### config.mk
export PLATFORM = sky130hd
export DESIGN_NAME = sdo_segmented_upload_client
export DESIGN_NICKNAME = d
export VERILOG_FILES = /design/src/sdoup_pkg.sv /design/src/sdoup_front.sv /design/src/sdoup_queue.sv /design/src/sdoup_back.sv /design/src/sdo_segmented_upload_client.sv
export SDC_FILE = /design/constraint.sdc
export NUM_CORES = 1
export LEC_CHECK = 0
export ABC_AREA = 0
export BUFFER_PORTS_ARGS = -buffer_cell sky130_fd_sc_hd__buf_2
export CELL_PAD_IN_SITES_DETAIL_PLACEMENT = 0
export CELL_PAD_IN_SITES_GLOBAL_PLACEMENT = 1
export CORE_ASPECT_RATIO = 1.75
export CORE_MARGIN = 1.5
export CORE_UTILIZATION = 40
export CTS_CLUSTER_SIZE = 8
export DETAILED_ROUTE_END_ITERATION = 6
export GPL_ROUTABILITY_DRIVEN = 0
export PLACE_DENSITY = 0.8
export SETUP_SLACK_MARGIN = 0.5
export SLEW_MARGIN = 30
export SYNTH_ARGS = -nofsm -noshare
export SYNTH_HDL_FRONTEND = slang
export SYNTH_SLANG_ARGS = --single-unit
### constraint.sdc
create_clock -name clk -period 10.35 [get_ports clk]
set_input_delay 2.07 -clock clk [delete_from_list [all_inputs] [get_ports clk]]
set_output_delay 2.07 -clock clk [all_outputs]
set_load 0.02 [all_outputs]
### src/sdoup_pkg.sv
// ----------------------------------------------------------------------------
// sdoup_pkg
// types and constants of the sdo segmented upload client
// ----------------------------------------------------------------------------
package sdoup_pkg;

	localparam int unsigned DEF_QUEUE_DEPTH = 2;
	localparam int unsigned ADDR_W = 3;

	localparam logic [15:0] MAX_LEN_RESET = 16'd1024;
	localparam logic [10:0] BOOT_ID_RESET = 11'h7FF;

	localparam logic REG_MAX_LEN = 1'b0;
	localparam logic REG_BOOT_ID = 1'b1;

	localparam logic [1:0] ACT_START   = 2'd0;
	localparam logic [1:0] ACT_FRAME   = 2'd1;
	localparam logic [1:0] ACT_TIMEOUT = 2'd2;

	localparam logic [1:0] KIND_TX   = 2'd0;
	localparam logic [1:0] KIND_DATA = 2'd1;
	localparam logic [1:0] KIND_DONE = 2'd2;

	localparam logic [2:0] ST_OK           = 3'd0;
	localparam logic [2:0] ST_INIT_TIMEOUT = 3'd1;
	localparam logic [2:0] ST_BAD_REPLY    = 3'd2;
	localparam logic [2:0] ST_ABORT        = 3'd3;
	localparam logic [2:0] ST_SEG_TIMEOUT  = 3'd4;
	localparam logic [2:0] ST_TOGGLE       = 3'd5;
	localparam logic [2:0] ST_BUF_FULL     = 3'd6;

	localparam logic [3:0] REQ_ID_HI = 4'hC;
	localparam logic [3:0] RSP_ID_HI = 4'hB;

	localparam logic [7:0] CMD_INIT_UPLOAD = 8'h40;
	localparam logic [7:0] CMD_SEG_REQ     = 8'h60;
	localparam logic [7:0] CMD_ABORT       = 8'h80;
	localparam logic [7:0] CCS_MASK        = 8'hE0;

	typedef enum logic [1:0] {
		PH_IDLE,
		PH_INIT,
		PH_SEG
	} phase_t;

	typedef struct packed {
		logic [1:0]  action;
		logic [6:0]  node_id;
		logic [15:0] object_index;
		logic [10:0] frame_id;
		logic [63:0] frame_data;
	} in_item_t;

	typedef struct packed {
		logic [1:0]  kind;
		logic [10:0] tx_id;
		logic [63:0] tx_payload;
		logic [7:0]  data_byte;
		logic [15:0] byte_position;
		logic [2:0]  status;
		logic        complete;
		logic [7:0]  abort_command;
		logic [15:0] byte_count;
		logic        last;
	} out_item_t;

	typedef struct packed {
		logic [2:0]  nbytes;
		logic [55:0] data;
		logic [15:0] base;
		logic [1:0]  tail_kind;
		logic [10:0] tx_id;
		logic [63:0] tx_payload;
		logic [2:0]  status;
		logic        complete;
		logic [7:0]  abort_command;
		logic [15:0] byte_count;
	} job_t;

endpackage

### src/sdoup_front.sv
// ----------------------------------------------------------------------------
// sdoup_front
// accepts items, tracks the transfer state and builds at most one job per item
// ----------------------------------------------------------------------------
module sdoup_front import sdoup_pkg::*; (
	input  logic        clk,
	input  logic        arst_n,
	input  logic        item_valid,
	output logic        item_ready,
	input  in_item_t    item,
	input  logic [15:0] max_len,
	input  logic [10:0] bootloader_id,
	input  logic        queue_full,
	output logic        push,
	output job_t        job
);

	phase_t      phase_q, phase_d;
	logic [6:0]  target_q, target_d;
	logic        toggle_q, toggle_d;
	logic [15:0] count_q, count_d;

	logic        accept;
	logic [7:0]  cmd;
	logic        id_match;
	logic [15:0] room;
	logic [2:0]  n_exp, n_exp_clip, n_seg, n_seg_clip;
	logic [15:0] count_new;

	logic        do_start, do_fin, do_req;
	logic [2:0]  fin_status;
	logic        fin_complete;
	logic [7:0]  fin_abort;
	logic [15:0] fin_count;
	logic [15:0] req_count;
	logic        req_toggle;

	assign item_ready = !queue_full;
	assign accept     = item_valid && item_ready;
	assign cmd        = item.frame_data[7:0];
	assign id_match   = (item.frame_id == {RSP_ID_HI, target_q}) ||
		(item.frame_id == bootloader_id);
	assign room       = (count_q >= max_len) ? 16'd0 : max_len - count_q;

	assign n_exp      = cmd[0] ? 3'd4 - {1'b0, cmd[3:2]} : 3'd4;
	assign n_exp_clip = ({13'd0, n_exp} > max_len) ? max_len[2:0] : n_exp;
	assign n_seg      = 3'd7 - cmd[3:1];
	assign n_seg_clip = ({13'd0, n_seg} > room) ? room[2:0] : n_seg;
	assign count_new  = count_q + {13'd0, n_seg_clip};

	always_comb begin
		phase_d      = phase_q;
		target_d     = target_q;
		toggle_d     = toggle_q;
		count_d      = count_q;
		do_start     = 1'b0;
		do_fin       = 1'b0;
		do_req       = 1'b0;
		fin_status   = ST_OK;
		fin_complete = 1'b0;
		fin_abort    = 8'd0;
		fin_count    = count_q;
		req_count    = count_q;
		req_toggle   = toggle_q;
		job          = '0;

		case (item.action)
			ACT_START: begin
				do_start       = 1'b1;
				target_d       = item.node_id;
				toggle_d       = 1'b0;
				count_d        = 16'd0;
				phase_d        = PH_INIT;
				job.tail_kind  = KIND_TX;
				job.tx_id      = {REQ_ID_HI, item.node_id};
				job.tx_payload = {40'd0, item.object_index, CMD_INIT_UPLOAD};
			end
			ACT_TIMEOUT: begin
				if (phase_q == PH_INIT) begin
					do_fin     = 1'b1;
					fin_status = ST_INIT_TIMEOUT;
				end else if (phase_q == PH_SEG) begin
					do_fin     = 1'b1;
					fin_status = ST_SEG_TIMEOUT;
				end
			end
			ACT_FRAME: begin
				if (phase_q == PH_INIT && id_match) begin
					if (cmd == CMD_ABORT) begin
						do_fin     = 1'b1;
						fin_status = ST_ABORT;
						fin_abort  = cmd;
					end else if ((cmd & CCS_MASK) != CMD_INIT_UPLOAD) begin
						do_fin     = 1'b1;
						fin_status = ST_BAD_REPLY;
						fin_abort  = cmd;
					end else if (cmd[1]) begin
						job.nbytes   = n_exp_clip;
						job.data     = {24'd0, item.frame_data[63:32]};
						job.base     = 16'd0;
						count_d      = {13'd0, n_exp_clip};
						do_fin       = 1'b1;
						fin_complete = 1'b1;
						fin_count    = {13'd0, n_exp_clip};
					end else begin
						toggle_d   = 1'b0;
						count_d    = 16'd0;
						do_req     = 1'b1;
						req_count  = 16'd0;
						req_toggle = 1'b0;
					end
				end else if (phase_q == PH_SEG && id_match) begin
					if (cmd[7]) begin
						do_fin     = 1'b1;
						fin_status = ST_ABORT;
						fin_abort  = cmd;
					end else if (cmd[4] != toggle_q) begin
						do_fin     = 1'b1;
						fin_status = ST_TOGGLE;
						fin_abort  = cmd;
					end else begin
						job.nbytes = n_seg_clip;
						job.data   = item.frame_data[63:8];
						job.base   = count_q;
						count_d    = count_new;
						if (cmd[0]) begin
							do_fin       = 1'b1;
							fin_complete = 1'b1;
							fin_count    = count_new;
						end else begin
							toggle_d   = !toggle_q;
							do_req     = 1'b1;
							req_count  = count_new;
							req_toggle = !toggle_q;
						end
					end
				end
			end
			default: begin
			end
		endcase

		// segment request, or buffer full once the capacity is used up
		if (do_req) begin
			if (req_count >= max_len) begin
				do_fin     = 1'b1;
				fin_status = ST_BUF_FULL;
				fin_count  = req_count;
			end else begin
				job.tail_kind  = KIND_TX;
				job.tx_id      = {REQ_ID_HI, target_q};
				job.tx_payload = {56'd0, CMD_SEG_REQ | {3'd0, req_toggle, 4'd0}};
				phase_d        = PH_SEG;
			end
		end

		if (do_fin) begin
			job.tail_kind     = KIND_DONE;
			job.status        = fin_status;
			job.complete      = fin_complete;
			job.abort_command = fin_abort;
			job.byte_count    = fin_count;
			phase_d           = PH_IDLE;
		end

		push = accept && (do_start || do_fin || do_req);
	end

	always_ff @(posedge clk or negedge arst_n) begin
		if (!arst_n) begin
			phase_q  <= PH_IDLE;
			target_q <= 7'd0;
			toggle_q <= 1'b0;
			count_q  <= 16'd0;
		end else if (accept) begin
			phase_q  <= phase_d;
			target_q <= target_d;
			toggle_q <= toggle_d;
			count_q  <= count_d;
		end
	end

endmodule

### src/sdoup_queue.sv
// ----------------------------------------------------------------------------
// sdoup_queue
// short job queue between the front and the back
// ----------------------------------------------------------------------------
module sdoup_queue import sdoup_pkg::*; #(
	parameter int unsigned DEPTH = DEF_QUEUE_DEPTH
) (
	input  logic clk,
	input  logic arst_n,
	input  logic push,
	input  job_t wr_job,
	input  logic pop,
	output job_t head,
	output logic not_empty,
	output logic full
);

	localparam int unsigned PTR_W = (DEPTH > 1) ? $clog2(DEPTH) : 1;
	localparam int unsigned CNT_W = $clog2(DEPTH + 1);

	job_t             mem_q [DEPTH];
	logic [PTR_W-1:0] wr_ptr_q, rd_ptr_q;
	logic [CNT_W-1:0] count_q;

	assign head      = mem_q[rd_ptr_q];
	assign not_empty = count_q != '0;
	assign full      = count_q == CNT_W'(DEPTH);

	always_ff @(posedge clk) begin
		if (push) begin
			mem_q[wr_ptr_q] <= wr_job;
		end
	end

	always_ff @(posedge clk or negedge arst_n) begin
		if (!arst_n) begin
			wr_ptr_q <= '0;
			rd_ptr_q <= '0;
			count_q  <= '0;
		end else begin
			if (push) begin
				wr_ptr_q <= (wr_ptr_q == PTR_W'(DEPTH - 1)) ? '0 : wr_ptr_q + 1'b1;
			end
			if (pop) begin
				rd_ptr_q <= (rd_ptr_q == PTR_W'(DEPTH - 1)) ? '0 : rd_ptr_q + 1'b1;
			end
			if (push && !pop) begin
				count_q <= count_q + 1'b1;
			end else if (pop && !push) begin
				count_q <= count_q - 1'b1;
			end
		end
	end

endmodule

### src/sdoup_back.sv
// ----------------------------------------------------------------------------
// sdoup_back
// expands the head job into result transactions, one per cycle while not stalled by result_ready
// ----------------------------------------------------------------------------
module sdoup_back import sdoup_pkg::*; (
	input  logic      clk,
	input  logic      arst_n,
	input  job_t      head,
	input  logic      head_valid,
	output logic      pop,
	output logic      result_valid,
	input  logic      result_ready,
	output out_item_t result
);

	logic [2:0] idx_q;
	logic       out_valid_q;
	out_item_t  out_q;

	logic       load;
	logic       step;
	logic       is_tail;
	out_item_t  next_item;

	assign load    = !out_valid_q || result_ready;
	assign step    = load && head_valid;
	assign is_tail = idx_q == head.nbytes;
	assign pop     = step && is_tail;

	always_comb begin
		next_item = '0;
		if (is_tail) begin
			next_item.kind          = head.tail_kind;
			next_item.tx_id         = head.tx_id;
			next_item.tx_payload    = head.tx_payload;
			next_item.status        = head.status;
			next_item.complete      = head.complete;
			next_item.abort_command = head.abort_command;
			next_item.byte_count    = head.byte_count;
			next_item.last          = 1'b1;
		end else begin
			next_item.kind          = KIND_DATA;
			next_item.data_byte     = head.data[{idx_q, 3'b000} +: 8];
			next_item.byte_position = head.base + {13'd0, idx_q};
		end
	end

	always_ff @(posedge clk) begin
		if (step) begin
			out_q <= next_item;
		end
	end

	always_ff @(posedge clk or negedge arst_n) begin
		if (!arst_n) begin
			out_valid_q <= 1'b0;
			idx_q       <= 3'd0;
		end else begin
			if (load) begin
				out_valid_q <= head_valid;
			end
			if (step) begin
				idx_q <= is_tail ? 3'd0 : idx_q + 3'd1;
			end
		end
	end

	assign result_valid = out_valid_q;
	assign result       = out_q;

endmodule

### src/sdo_segmented_upload_client.sv
// ----------------------------------------------------------------------------
// sdo_segmented_upload_client
// canopen sdo upload client with expedited and segmented transfers
// ----------------------------------------------------------------------------
// The front end takes one item per cycle whenever the job queue (QUEUE_DEPTH
// entries) has room; each item yields zero to eight result transactions, which
// the back end sends one per cycle while result_ready is high, from its output
// register. An item that delivers n data bytes yields n data transactions and
// one tail transaction, and the back end sequencer sets the sustained rate.
// Registers: max_len at byte address 0, bootloader_id at byte address 4.
// ----------------------------------------------------------------------------
module sdo_segmented_upload_client import sdoup_pkg::*; #(
	parameter int unsigned QUEUE_DEPTH = DEF_QUEUE_DEPTH
) (
	input  logic              clk,
	input  logic              arst_n,
	input  logic              item_valid,
	output logic              item_ready,
	input  in_item_t          item,
	output logic              result_valid,
	input  logic              result_ready,
	output out_item_t         result,
	input  logic              psel,
	input  logic              penable,
	input  logic              pwrite,
	input  logic [ADDR_W-1:0] paddr,
	input  logic [31:0]       pwdata,
	output logic [31:0]       prdata,
	output logic              pready
);

	logic [15:0] max_len_q;
	logic [10:0] boot_id_q;
	logic        cfg_wr;

	logic        push, pop, queue_full, queue_not_empty;
	job_t        new_job, head_job;

	assign pready = 1'b1;
	assign cfg_wr = psel && penable && pwrite && pready;

	always_ff @(posedge clk or negedge arst_n) begin
		if (!arst_n) begin
			max_len_q <= MAX_LEN_RESET;
			boot_id_q <= BOOT_ID_RESET;
		end else if (cfg_wr) begin
			case (paddr[2])
				REG_MAX_LEN: max_len_q <= pwdata[15:0];
				REG_BOOT_ID: boot_id_q <= pwdata[10:0];
				default: begin
				end
			endcase
		end
	end

	always_comb begin
		case (paddr[2])
			REG_MAX_LEN: prdata = {16'd0, max_len_q};
			REG_BOOT_ID: prdata = {21'd0, boot_id_q};
			default:     prdata = 32'd0;
		endcase
	end

	sdoup_front u_front (
		.clk           (clk),
		.arst_n        (arst_n),
		.item_valid    (item_valid),
		.item_ready    (item_ready),
		.item          (item),
		.max_len       (max_len_q),
		.bootloader_id (boot_id_q),
		.queue_full    (queue_full),
		.push          (push),
		.job           (new_job)
	);

	sdoup_queue #(
		.DEPTH (QUEUE_DEPTH)
	) u_queue (
		.clk       (clk),
		.arst_n    (arst_n),
		.push      (push),
		.wr_job    (new_job),
		.pop       (pop),
		.head      (head_job),
		.not_empty (queue_not_empty),
		.full      (queue_full)
	);

	sdoup_back u_back (
		.clk          (clk),
		.arst_n       (arst_n),
		.head         (head_job),
		.head_valid   (queue_not_empty),
		.pop          (pop),
		.result_valid (result_valid),
		.result_ready (result_ready),
		.result       (result)
	);

endmodule

==> results.py <==
metrics = {
    "pwr": {
        "powerDensity_mw_per_mm2": 248.1,
        "cellLeakagePower_nw": 9.265,
        "vdd_drop_max_mv": 0.1453,
    },
    "final_layout": {
        "n_fill_cell": 4482,
        "regArea_mm2": 0.01179,
        "final_cell_count_no_fill": 2594,
        "final_area_mm2": 0.02386,
        "multiInputGateArea_mm2": 0.007816,
        "drive_above_1_share": 0.2299,
        "finish.net_count": 2078,
        "syn_to_final_growth_pct": 17.03,
        "final_common_cell": "edfxtp_1",
        "mostFrequentLayoutCells": "341 x edfxtp_1, 224 x buf_2, 160 x nor2_1",
    },
    "clocking": {
        "cts_root_buf": "clkbuf_16",
        "h-tree-depth": 2,
        "clock-sinks": 402,
        "cts_tree": "done",
        "clock_path_buffers": 3,
        "numCtsBuffers": 56,
        "clk_pin_slew_worst_paths_ns": 0.05,
        "cts_resized": 0,
        "clk_latency_ns": 0.59,
    },
    "yosys": {
        "synth_edf_count": 341,
        "syn_avg_cell_area_um2": 12.45,
        "ys_seq_area_frac": 0.5779,
        "ys_async_sr_fraction": 0.1517,
        "synth-warning-count": 0,
        "synth-main-ff-cell": "edfxtp_1",
        "synth_area_leader_cell": "edfxtp_1",
        "synth_top_area_frac": 0.5023,
        "ys_ff_latch": 402,
        "ys_top_cells_by_area": "edfxtp_1 50%, dfrtp_1 6.0%, mux2i_1 3.9%, mux4_2 3.5%, ha_1 3.3%",
        "yosysUniqueCellTypes": 78,
        "synth.cell_area_mm2": 0.02039,
        "postSynthCellCount": 1637,
    },
    "sta": {
        "post-route-min-period_ns": 9.325,
        "hold_violations": 0,
        "rsz0062_at_grt": "no",
        "period_share": 0.9010,
        "drv_slew": 0,
        "slew_headroom": 0.2857,
        "finalSetupTns_ns": 0,
        "setup-violations-final": 0,
        "fin_skew_ns": 0.02848,
        "fmax_mhz": 107.2,
        "worstMarginPinSlew_ns": 1.063,
        "setup_ws_ns": 1.025,
    },
    "detailed_routing": {
        "drc": 0,
        "routedWlPerCell_um": 21.31,
        "wl_mm": 55.28,
        "drt-initial-drc-count": 1012,
        "via_count": 14084,
        "drtPass1Iterations": 5,
        "routed_via_density": 5.429,
        "drtAntennaViolNets": 0,
    },
    "floorplanning": {
        "start_util": 0.4040,
        "die_w_um": 173.7,
        "core.rowCount": 109,
        "die-area_mm2": 0.05238,
        "core_area_mm2": 0.05046,
        "ios": 307,
        "fp.dieH_um": 301.6,
    },
    "critical_path": {
        "cp_slowest_stage_delay_ns": 0.47,
        "rr_worst_depth": 36,
        "critPathMostFrequentCell": "ha_1",
        "ff2ff_setup_slack_ns": 1.03,
        "rr_startpoint": "u_front.count_q[0]$_DFFE_PN0P_",
        "worstSetupStartpointType": "flip-flop",
        "crit_arrival_ns": 9.71,
        "path_max_fanout": 7,
        "endpoint_kind": "flip-flop",
        "critPathSlowestCell": "dfrtp_1",
        "rr_endpoint": "u_queue.mem_q[0][6]$_DFFE_PP_",
        "cp.required_ns": 10.73,
        "worstSetupPathType": "reg2reg",
    },
    "global_route": {
        "globalRoute.totalOverflow": 0,
        "grt_max_degree": 83,
        "antenna_found_initial": 1,
        "grt_usage": 0.2080,
        "grt_pass1_vias": 14141,
        "grt_pass1_wl_mm": 82.62,
    },
    "worst_hold_path": {
        "min_path_cells": 2,
        "holdPathEnd": "u_back.result_valid$_DFFE_PN0P_",
        "min_from": "u_back.result_valid$_DFFE_PN0P_",
        "hold_class": "reg2reg",
    },
    "placement": {
        "dp_hpwl_mm": 39.42,
        "post_dp_cell_area_mm2": 0.02209,
        "io_buffers": 224,
        "dpl.cell_count": 2482,
        "place_ws_ns": 1.084,
    },
    "outcome": {
        "status": "completed",
    },
    "job": {
        "maxCapViolCount": 0,
    },
}
## logic make-up (layout without fill, tap and decap cells)
logic type               Yosys count  count (layout)  synth area share
other                              2              65         0.0003684
AND/OR/NAND/NOR                  476             476            0.1171
adder cells (fa/ha/maj)           57              57           0.03609
buffers and inverters            210             438           0.05192
flip-flops                       402             402            0.5779
multiplexers                     155             155           0.09894
XOR/XNOR                          53              53           0.02277
AO/OA/AOI/OAI                    282             282           0.09489
## layer usage
metal | up-vias | wire length [um] | GRT usage
li1 | 6469 | - | -
met1 | 6882 | 18870 | 0.2139
met2 | 559 | 30090 | 0.3922
met3 | 174 | 2426 | 0.02458
met4 | 0 | 3897 | 0.1431
met5 | - | 0 | 0
## cells in the mapped netlist, types with 19 or more instances
cell / count
nand3_1: 31
nor2_1: 160
and3_1: 24
nand2_1: 79
a21o_1: 19
and2_1: 60
mux2_2: 40
inv_1: 65
dfrtp_1: 49
xnor2_1: 30
buf_4: 66
clkbuf_1: 49
mux2i_1: 80
nor3_1: 29
edfxtp_1: 341
mux4_2: 32
xor2_1: 23
ha_1: 54
a22o_1: 33
a21oi_1: 39
o21ai_0: 86
## worst max-delay path by stage
stage / startpoint / endpoint
6_report: u_front.count_q[0]$_DFFE_PN0P_ / u_queue.mem_q[0][6]$_DFFE_PP_
5_1_grt: u_front.count_q[0]$_DFFE_PN0P_ / u_queue.mem_q[0][6]$_DFFE_PP_
2_1_floorplan: item[71] / u_queue.mem_q[0][0]$_DFFE_PP_
3_5_place_dp: max_len_q[0]$_DFFE_PN0P_ / u_queue.mem_q[0][1]$_DFFE_PP_
3_3_place_gp: max_len_q[0]$_DFFE_PN0P_ / u_queue.mem_q[0][1]$_DFFE_PP_
4_1_cts: max_len_q[0]$_DFFE_PN0P_ / u_queue.mem_q[1][1]$_DFFE_PP_
## critical path, delay by kind of cell, from the launching register on
kind                       cells  cell delay, ns
AOI/OAI and AO/OA             14            3.58
DFF                            1            0.47
and+or+nand+nor               12            2.73
muxes                          1            0.16
buffers and inverters          3            0.33
adders and majority gates      6            1.86
## area by class of cell
cell class	instances	area share
inverters	66	0.01049
clock buffers	104	0.06844
multi-input cells	1087	0.3276
well taps	666	0.03493
clock inverters	2	0.001678
diodes	1	0.0001049
repair buffers	266	0.06273
flip-flops and latches	402	0.4940
## sequential cells by signal, summed over array words and instances, names as in the netlist, 2 cells and up
signal            flops
u_queue.mem_q       260
u_back.result        81
max_len_q            16
u_front.count_q      16
boot_id_q            11
u_front.target_q      7
u_back.idx_q          3
u_front.phase_q       2
u_queue.count_q       2
## through the flow
stage	hold slack [ns]	total power [W]	util
final	0.5021	0.005918	0.4728
after global routing	0.5558	0.006207	0.4728
after CTS	0.5159	0.005960	0.4709
after floorplan	0.4737	0.003646	-
after detailed placement	0.4972	0.004218	0.4378
after global placement	0.4972	0.004172	0.4376
## repair_timing
item                                    CTS  global route
setup buffers                             0             2
endpoints found under the setup margin    0            12
hold buffers                              0             0
## power breakdown
group / internal, W / total, W / switching (W)
logic: 0.000710 / 0.00186 / 0.00115
registers: 0.00216 / 0.00233 / 0.000176
clock network: 0.00105 / 0.00173 / 0.000675
total: 0.00392 / 0.00592 / 0.00200
Note: power is estimated with default switching activity, not from simulation.
